File: src/design/fbfl_pkg.sv
package fbfl_pkg;

  // Default number of blocks in the pool
  localparam int unsigned POOL_ENTRIES_DEF = 256;

  // Fixed field widths
  localparam int unsigned LEN_W    = 16;
  localparam int unsigned SEQ_W    = 32;
  localparam int unsigned RID_W    = 9;
  localparam int unsigned HANDLE_W = 8;
  localparam int unsigned STATUS_W = 3;

  localparam logic [LEN_W-1:0] BLOCK_SIZE_RST = 16'd4096;

  // Request codes
  localparam logic ACT_ALLOC   = 1'b0;
  localparam logic ACT_RELEASE = 1'b1;

  typedef enum logic [STATUS_W-1:0] {
    ST_OK        = 3'd0,
    ST_TOO_LARGE = 3'd1,
    ST_NO_FREE   = 3'd2,
    ST_BAD_ID    = 3'd3,
    ST_RING_FULL = 3'd4
  } status_e;

  typedef enum logic {
    S_IDLE = 1'b0,
    S_EXEC = 1'b1
  } state_e;

  // Commands from controller to datapath
  typedef struct packed {
    logic load;   // latch the item and read the head slot
    logic exec;   // evaluate, update the ring, register the result
  } cmd_t;

endpackage

File: src/design/fbfl_ram.sv
module fbfl_ram #(
  parameter int unsigned WIDTH = 9,
  parameter int unsigned DEPTH = 256
) (
  input  logic                     clk_i,
  input  logic                     we_i,
  input  logic [$clog2(DEPTH)-1:0] waddr_i,
  input  logic [WIDTH-1:0]         wdata_i,
  input  logic                     re_i,
  input  logic [$clog2(DEPTH)-1:0] raddr_i,
  output logic [WIDTH-1:0]         rdata_o
);

  logic [WIDTH-1:0] mem_q [DEPTH];
  logic [WIDTH-1:0] rdata_q;

  always_ff @(posedge clk_i) begin
    if (we_i) begin
      mem_q[waddr_i] <= wdata_i;
    end
    if (re_i) begin
      rdata_q <= mem_q[raddr_i];
    end
  end

  assign rdata_o = rdata_q;

endmodule

File: src/design/fbfl_ctrl.sv
module fbfl_ctrl import fbfl_pkg::*; (
  input  logic clk_i,
  input  logic rst_ni,
  input  logic start,
  output logic busy,
  output cmd_t cmd_o
);

  state_e state_q, state_d;

  always_ff @(posedge clk_i or negedge rst_ni) begin
    if (!rst_ni) begin
      state_q <= S_IDLE;
    end else begin
      state_q <= state_d;
    end
  end

  always_comb begin
    state_d = state_q;
    case (state_q)
      S_IDLE: begin
        if (start) begin
          state_d = S_EXEC;
        end
      end
      S_EXEC: begin
        state_d = S_IDLE;
      end
      default: begin
        state_d = S_IDLE;
      end
    endcase
  end

  always_comb begin
    busy       = 1'b0;
    cmd_o.load = 1'b0;
    cmd_o.exec = 1'b0;
    case (state_q)
      S_IDLE: begin
        cmd_o.load = start;
      end
      S_EXEC: begin
        busy       = 1'b1;
        cmd_o.exec = 1'b1;
      end
      default: begin
        busy = 1'b0;
      end
    endcase
  end

endmodule

File: src/design/fbfl_dp.sv
module fbfl_dp import fbfl_pkg::*; #(
  parameter int unsigned POOL_ENTRIES = POOL_ENTRIES_DEF
) (
  input  logic                clk_i,
  input  logic                rst_ni,
  input  cmd_t                cmd_i,
  input  logic                action_i,
  input  logic [LEN_W-1:0]    key_length_i,
  input  logic [LEN_W-1:0]    value_length_i,
  input  logic [SEQ_W-1:0]    sequence_number_i,
  input  logic                anchor_in_i,
  input  logic [RID_W-1:0]    release_id_i,
  input  logic                cfg_we_i,
  input  logic [LEN_W-1:0]    cfg_data_i,
  output logic                done_o,
  output logic [STATUS_W-1:0] status_o,
  output logic [HANDLE_W-1:0] handle_id_o,
  output logic [LEN_W-1:0]    key_size_o,
  output logic [LEN_W-1:0]    value_size_o,
  output logic [SEQ_W-1:0]    seq_out_o,
  output logic                anchor_out_o
);

  localparam int unsigned IdW  = $clog2(POOL_ENTRIES);
  localparam int unsigned CntW = $clog2(POOL_ENTRIES + 1);
  localparam logic [IdW-1:0]  LastSlot = IdW'(POOL_ENTRIES - 1);
  localparam logic [CntW-1:0] FillMax  = CntW'(POOL_ENTRIES);

  function automatic logic [IdW-1:0] next_slot(input logic [IdW-1:0] p);
    logic [IdW-1:0] n;
    if (p == LastSlot) begin
      n = '0;
    end else begin
      n = p + 1'b1;
    end
    return n;
  endfunction

  // Request registers
  logic             action_q;
  logic [LEN_W-1:0] klen_q, vlen_q;
  logic [SEQ_W-1:0] seq_q;
  logic             anchor_q;
  logic [RID_W-1:0] rid_q;

  logic [LEN_W-1:0] block_size_q;
  logic [IdW-1:0]   head_q, head_d, tail_q, tail_d;
  logic [CntW-1:0]  fill_q, fill_d;
  logic             done_q;
  status_e          status_q, status_d;
  logic [HANDLE_W-1:0] handle_q, handle_d;

  // Ring memory: {valid, id}
  logic           ram_we;
  logic [IdW-1:0] ram_waddr;
  logic [IdW:0]   ram_wdata, ram_rdata;

  fbfl_ram #(
    .WIDTH (IdW + 1),
    .DEPTH (POOL_ENTRIES)
  ) u_ring (
    .clk_i   (clk_i),
    .we_i    (ram_we),
    .waddr_i (ram_waddr),
    .wdata_i (ram_wdata),
    .re_i    (cmd_i.load),
    .raddr_i (head_q),
    .rdata_o (ram_rdata)
  );

  always_ff @(posedge clk_i) begin
    if (cmd_i.load) begin
      action_q <= action_i;
      klen_q   <= key_length_i;
      vlen_q   <= value_length_i;
      seq_q    <= sequence_number_i;
      anchor_q <= anchor_in_i;
      rid_q    <= release_id_i;
    end
    if (cmd_i.exec) begin
      status_q <= status_d;
      handle_q <= handle_d;
    end
  end

  always_ff @(posedge clk_i or negedge rst_ni) begin
    if (!rst_ni) begin
      block_size_q <= BLOCK_SIZE_RST;
      head_q       <= '0;
      tail_q       <= LastSlot;
      fill_q       <= '0;
      done_q       <= 1'b0;
    end else begin
      if (cfg_we_i) begin
        block_size_q <= cfg_data_i;
      end
      head_q <= head_d;
      tail_q <= tail_d;
      fill_q <= fill_d;
      done_q <= cmd_i.exec;
    end
  end

  logic [LEN_W:0] len_sum;
  logic           too_large, slot_written, slot_valid, bad_id, ring_full;
  logic [IdW-1:0] slot_id, tail_next;

  always_comb begin
    len_sum      = {1'b0, klen_q} + {1'b0, vlen_q};
    too_large    = len_sum >= {1'b0, block_size_q};
    // Slots at or beyond the fill mark have never been written; their contents are ignored
    slot_written = CntW'(head_q) < fill_q;
    slot_valid   = slot_written ? ram_rdata[IdW] : 1'b1;
    slot_id      = slot_written ? ram_rdata[IdW-1:0] : head_q;
    bad_id       = 32'(rid_q) >= 32'(POOL_ENTRIES);
    ring_full    = tail_q == head_q;
    tail_next    = next_slot(tail_q);

    head_d    = head_q;
    tail_d    = tail_q;
    ram_we    = 1'b0;
    ram_waddr = head_q;
    ram_wdata = '0;
    status_d  = ST_OK;
    handle_d  = '0;

    if (action_q == ACT_ALLOC) begin
      if (too_large) begin
        status_d = ST_TOO_LARGE;
      end else if (!slot_valid) begin
        status_d = ST_NO_FREE;
      end else begin
        handle_d  = HANDLE_W'(slot_id);
        ram_we    = cmd_i.exec;
        ram_waddr = head_q;
        ram_wdata = {1'b0, slot_id};
        if (cmd_i.exec) begin
          head_d = next_slot(head_q);
        end
      end
    end else begin
      if (bad_id) begin
        status_d = ST_BAD_ID;
      end else if (ring_full) begin
        status_d = ST_RING_FULL;
      end else begin
        ram_we    = cmd_i.exec;
        ram_waddr = tail_next;
        ram_wdata = {1'b1, IdW'(rid_q)};
        if (cmd_i.exec) begin
          tail_d = tail_next;
        end
      end
    end

    // Writes land in order from slot 0, so the written slots form a prefix
    fill_d = fill_q;
    if (ram_we && (CntW'(ram_waddr) == fill_q) && (fill_q != FillMax)) begin
      fill_d = fill_q + 1'b1;
    end
  end

  assign done_o       = done_q;
  assign status_o     = status_q;
  assign handle_id_o  = handle_q;
  assign key_size_o   = klen_q;
  assign value_size_o = vlen_q;
  assign seq_out_o    = seq_q;
  assign anchor_out_o = anchor_q;

  a_fill_bound: assert property (@(posedge clk_i) disable iff (!rst_ni)
    fill_q <= FillMax)
    else $error("fill mark beyond pool size");

  a_alloc_moves_head: assert property (@(posedge clk_i) disable iff (!rst_ni)
    (done_q && action_q == ACT_ALLOC && status_q == ST_OK)
      |-> head_q != $past(head_q))
    else $error("successful allocate left head in place");

  a_fail_keeps_ring: assert property (@(posedge clk_i) disable iff (!rst_ni)
    (done_q && status_q != ST_OK)
      |-> (head_q == $past(head_q) && tail_q == $past(tail_q)))
    else $error("failed request moved a ring pointer");

endmodule

File: src/design/fixed_block_free_list_allocator.sv
// Fixed-size block allocator over a ring of free block IDs. Raise start with
// a request while busy is low; the request is taken at that edge. busy is
// then high while the head slot of the ring memory, read at the accept
// edge, is checked and the ring is updated; in the cycle after that, done_o
// is high for exactly one cycle with the status, the handle and the echoed
// metadata. The receiver cannot stall: take the result in that cycle or
// lose it. A new request may be accepted in the same cycle that a result is
// shown, but not while busy is high, as the registered read of the single
// ring memory is followed by its write.
// No clearing pass is run after reset: a fill mark tracks which slots have
// been written, and unwritten slots read as free holding their own index.
// block_size is written through the cfg channel, which is always ready;
// write it only while no request is in flight.
module fixed_block_free_list_allocator import fbfl_pkg::*; #(
  parameter int unsigned POOL_ENTRIES = POOL_ENTRIES_DEF
) (
  input  logic                clk_i,
  input  logic                rst_ni,
  // request command
  input  logic                start,
  output logic                busy,
  input  logic                action_i,
  input  logic [LEN_W-1:0]    key_length_i,
  input  logic [LEN_W-1:0]    value_length_i,
  input  logic [SEQ_W-1:0]    sequence_number_i,
  input  logic                anchor_in_i,
  input  logic [RID_W-1:0]    release_id_i,
  // result strobe
  output logic                done_o,
  output logic [STATUS_W-1:0] status_o,
  output logic [HANDLE_W-1:0] handle_id_o,
  output logic [LEN_W-1:0]    key_size_o,
  output logic [LEN_W-1:0]    value_size_o,
  output logic [SEQ_W-1:0]    seq_out_o,
  output logic                anchor_out_o,
  // block_size write channel
  input  logic                cfg_valid_i,
  output logic                cfg_ready_o,
  input  logic [LEN_W-1:0]    cfg_data_i
);

  cmd_t cmd;

  // Accept a register write in any cycle
  assign cfg_ready_o = 1'b1;

  fbfl_ctrl u_ctrl (
    .clk_i  (clk_i),
    .rst_ni (rst_ni),
    .start  (start),
    .busy   (busy),
    .cmd_o  (cmd)
  );

  fbfl_dp #(
    .POOL_ENTRIES (POOL_ENTRIES)
  ) u_dp (
    .clk_i             (clk_i),
    .rst_ni            (rst_ni),
    .cmd_i             (cmd),
    .action_i          (action_i),
    .key_length_i      (key_length_i),
    .value_length_i    (value_length_i),
    .sequence_number_i (sequence_number_i),
    .anchor_in_i       (anchor_in_i),
    .release_id_i      (release_id_i),
    .cfg_we_i          (cfg_valid_i & cfg_ready_o),
    .cfg_data_i        (cfg_data_i),
    .done_o            (done_o),
    .status_o          (status_o),
    .handle_id_o       (handle_id_o),
    .key_size_o        (key_size_o),
    .value_size_o      (value_size_o),
    .seq_out_o         (seq_out_o),
    .anchor_out_o      (anchor_out_o)
  );

  // Each accepted item is evaluated and then gives a single result
  a_accept_exec: assert property (@(posedge clk_i) disable iff (!rst_ni)
    (start && !busy) |=> busy)
    else $error("accepted item not evaluated");

  a_exec_done: assert property (@(posedge clk_i) disable iff (!rst_ni)
    busy |=> (done_o && !busy))
    else $error("evaluation not followed by a single result");

  a_done_source: assert property (@(posedge clk_i) disable iff (!rst_ni)
    done_o |-> $past(busy))
    else $error("result without an evaluated item");

endmodule
File: config.mk
export PLATFORM = sky130hd
export DESIGN_NAME = fixed_block_free_list_allocator
export DESIGN_NICKNAME = d
export VERILOG_FILES = /design/src/design/fbfl_pkg.sv /design/src/design/fbfl_ram.sv /design/src/design/fbfl_ctrl.sv /design/src/design/fbfl_dp.sv /design/src/design/fixed_block_free_list_allocator.sv
export SDC_FILE = /design/constraint.sdc
export NUM_CORES = 2
export LEC_CHECK = 0
export BUFFER_PORTS_ARGS = -buffer_cell sky130_fd_sc_hd__buf_4
export CAP_MARGIN = 30
export CORE_UTILIZATION = 40
export CTS_CLUSTER_SIZE = 25
export DETAILED_ROUTE_END_ITERATION = 10
export RECOVER_POWER = 50
export SETUP_SLACK_MARGIN = 0.5
export SYNTH_ARGS = -nofsm -noshare
export SYNTH_HDL_FRONTEND = slang
export SYNTH_SLANG_ARGS = --single-unit
File: constraint.sdc
create_clock -name clk_i -period 23.2 [get_ports clk_i]
set_input_delay 1.16 -clock clk_i [delete_from_list [all_inputs] [get_ports clk_i]]
set_output_delay 1.16 -clock clk_i [all_outputs]
set_load 0.005 [all_outputs]
==> results by stage <==
Die:
- The core region is 236100 um^2.
- During I/O placement, the number of pins put on the boundary was 174.
- The die is 490.2 um wide.
- The effective utilization at floorplan is 40.38%.
- The overall die height is 490.2 um.
- In this run the core area contains 178 standard-cell rows.
- The floorplan die area is 240300 um^2.

Timing:
- The final-layout worst hold slack is 0.4844 ns.
- Setup violations remaining at the end of the flow were counted as 0.
- The final period demand of the worst path is 14.55 ns.
- The number of pins exceeding their max-slew limit in the final report is 1505.
- The final sum of negative setup slack is 0 ns.
- The worst path meets setup with 8.652 ns of slack.
- For this run, the top clock speed supported by timing is 68.74 MHz.
- The share of the clock period used by the worst path is 62.71%.
- The slew at the pin closest to its max-slew limit is 5.608 ns.
- The final-report hold violation count came to 0.
- Across the routed clock network, the largest skew measured is 0.05073 ns.
- Setup repair after global routing left no endpoint under its margin.
- The relative slew slack is -273.9%.

Clocking:
- The clock latency of the later-clocked register in the worst-skew pair is 0.87 ns.
- For this design, the CTS-stage hold fixing added 0 buffers.
- The clock edge transition at the registers on the reported setup and hold paths is 0.06 ns.
- The TritonCTS buffer count is 235.
- The number of gates resized after cts is 0.
- For this design, the sink count on the clock tree is 2442.
- The root buffer cell chosen for the clock tree is clkbuf_16.
- The TritonCTS clock tree is built.
- The clock passes through at most 3 buffers.
- Once the clock tree was built, the setup fixing pass inserted 0 buffers.
- In this run the number of H-tree levels came out at 4.

GRT:
- The overall track demand over capacity in global routing is 19.28%.
- The first global-routing pass estimated 333200 um of wire.
- Entering global routing, the biggest net connects 189 pins.
- The via count of the first global-routing pass is 44700.
- After global routing the overflow that remains totals 0.
- The number of antenna violations at the first check in global routing is 16.

Worst setup path:
- In this run the worst path has a maximum fanout of 112.
- Across all register-to-register paths, the minimum setup slack is 8.65 ns.
- The beginning of the critical path is u_dp.head_q[5].
- For the worst flop-to-flop path, the logic depth is 10.
- The type of the setup path with the least slack is flop to flop.
- The endpoint class of the critical path is a flop.
- The worst flop-to-flop path endpoint is u_dp.u_ring.mem_q[79][2].
- The data required time at the worst endpoint is 23.71 ns.
- The startpoint kind of the worst setup timing path is a flop.
- The reg-to-reg startpoint is u_dp.head_q[5].
- Data arrives at the worst endpoint at 15.06 ns.

Hold path:
- The worst min-delay path endpoint is u_dp.fill_q[3].
- The worst hold path begins at u_dp.fill_q[3].
- The worst hold path cell count is 1.
- The path class of the lowest-slack min-delay path is flop to flop.

Power and ir drop:
- The peak supply drop is 86.62 uV.
- The power per unit of standard cell area is 115.0 nW/um^2.
- Total power for the finished layout comes to 12.44 mW.
- The analysis attributes to cell leakage a power of 33.59 nW.

Status:
- The flow ran to the end, but the final reports show violations.
- The final reports fail on capacitance limit, slew limit.

Place:
- The final weighted congestion in routability-driven placement is 0.8098.
- During placement, the flow inserted port buffers numbering 172.
- The post-DP HPWL is 138100 um.
- The cell count after placement is 7339.
- The setup slack after placement is 16.01 ns.
- The cell area after placement is 100500 um^2.

Final layout:
- Leaving out fill and tap cells, the most frequent cells in the layout are 2399 x edfxtp_1, 765 x mux4_2, 285 x nor2_1.
- The finished cells cover 108100 um^2.
- The library cell used most frequently in the layout, excluding fill and tap cells, is edfxtp_1.
- The post-route netlist has 28.62% of its cells at a drive strength greater than 1.
- The filler cells instantiated in the layout total 19590.
- The final layout contains 4579 nets.
- The core utilization of the finished layout is 45.79%.
- The filler-free cell count of the finished design is 7786.
- 0 antenna diodes ended up in the layout.
- Relative to the synthesized area, the layout overhead comes to 13.41%.

Drt:
- The total via count in the routed design is 44110.
- Once detail routing completed, the nets flagged for antenna violations numbered 0.
- The average wire per standard cell is 30.02 um.
- For this block, the initial DRC count from the detailed router was 4730.
- For this run, the detailed router's first-pass iteration total came to 5.
- The remaining design rule violation count is 0.
- The final routed wirelength across all metal layers is 233700 um.
- After detailed routing, the number of vias per cell comes to 5.665.

Job:
- The reported max-cap violation count is 33.

Synth:
- Dividing the synthesized area by the synthesized cell count gives 22.93 um^2.
- During synthesis, Yosys emitted a total of 0 warnings.
- The instance count of the mapped netlist is 4157.
- The cell area after technology mapping is 95320 um^2.
- The number of different library cells used by synthesis comes to 63.
- The fraction of registers with async set/reset is 1.761%.
- Of the post-synthesis cell area, the dominant cell type holds 75.58%.
- The most used flip-flop cell after synthesis is edfxtp_1.
- Ranked by total cell area, the synthesized netlist is headed by edfxtp_1 76%, mux4_2 18%, nor2_1 1.1%.
- Of the synthesized area, sequential elements account for 76.72%.
- The post-synthesis net count is 4296.
- The number of enable flip-flop cells after synthesis is 2399.
- The largest area contributor in the netlist is edfxtp_1.
- The count of state elements after synthesis is 2442.
==> worst max path at each step <==
| stage | depth (start not counted) | end | slack (ns) |
|---|---|---|---|
| 2_1_floorplan | 10 | u_dp.u_ring.mem_q[0][0] | 13.46 |
| 3_3_place_gp | 22 | u_dp.u_ring.mem_q[254][2] | 16.10 |
| 3_5_place_dp | 22 | u_dp.u_ring.mem_q[222][5] | 16.01 |
| 4_1_cts | 22 | u_dp.u_ring.mem_q[85][5] | 16.01 |
| 5_1_grt | 10 | u_dp.u_ring.mem_q[78][2] | 8.00 |
| 6_report | 10 | u_dp.u_ring.mem_q[79][2] | 8.65 |
==> report_power, final <==
part,internal [mW],total [mW],leakage [nW],switching [mW]
combinational,1.34,3.23,7.20,1.89
clock,2.21,3.86,3.79,1.65
sequential,5.27,5.34,22.6,0.0689
==> worst max-delay path: stages (launching register included) <==
cell and delay, ns:
dfrtp_1 1.16, clkbuf_1 1.76, xor2_1 0.21, nor4_1 0.09, nand2_1 0.15, nand2_1 0.31, clkinvlp_2 1.15, clkbuf_1 3.96
a21o_1 1.82, clkbuf_1 2.40, buf_4 0.92
==> final cells by class <==
| type | count | area (um^2) | area share [%] |
|---|---|---|---|
| repair buffers | 272 | 2041 | 1.888 |
| clock buffers | 277 | 6080 | 5.624 |
| multi-input cells | 1445 | 21030 | 19.45 |
| inverters | 44 | 173.9 | 0.1609 |
| flip-flops and latches | 2442 | 73130 | 67.65 |
| well taps | 3150 | 3941 | 3.646 |
| clock inverters | 156 | 1699 | 1.572 |
==> routing by layer <==
layer  vias up  global-route usage (%)  wire, um
met1     24060                   27.12     96890
met4         2                   4.664      5373
met5         -                       0        13
met2      1590                   31.44    116100
li1      18160                       -         -
met3       296                   3.247     15290
==> logic make-up after synthesis <==
| group | synth area share [%] |
|---|---|
| simple gates | 1.951 |
| flops | 76.72 |
| compound gates | 0.9832 |
| fa+ha+maj | 0.5854 |
| buf+inv | 1.208 |
| other cells | 0.003934 |
| xor+xnor | 0.4319 |
| mux | 18.12 |
==> synth_stat cells, types with 3 or more instances <==
master and count:
a21o_1 16, o32ai_2 5, dfstp_2 9, xor2_1 15, o21a_1 3, nor2_1 285, a31oi_1 3, buf_2 74
nand3_1 30, edfxtp_1 2399, inv_1 42, nor4_1 3, and4_1 3, ha_1 43, clkbuf_1 129, o31ai_1 7
xnor2_1 32, nand2b_1 4, dfrtp_1 34, buf_4 4, buf_1 15, o21ai_0 40, nor3_1 5, nand4_1 7
o21bai_1 7, mux4_2 765, a21oi_1 33, nand2_1 83, nor2b_1 7, and3_1 5, buf_6 4
==> state kept, by name, indices dropped and copies added (netlist names) <==
signal	cells
u_ctrl.state_q	1
u_dp.action_q	1
u_dp.anchor_out_o	1
u_dp.block_size_q	16
u_dp.done_o	1
u_dp.fill_q	9
u_dp.handle_id_o	8
u_dp.head_q	8
u_dp.key_size_o	16
u_dp.rid_q	9
u_dp.seq_out_o	32
u_dp.status_o	3
u_dp.tail_q	8
u_dp.u_ring.mem_q	2304
u_dp.u_ring.rdata_o	9
u_dp.value_size_o	16
Power figures use the tool's default switching activity.
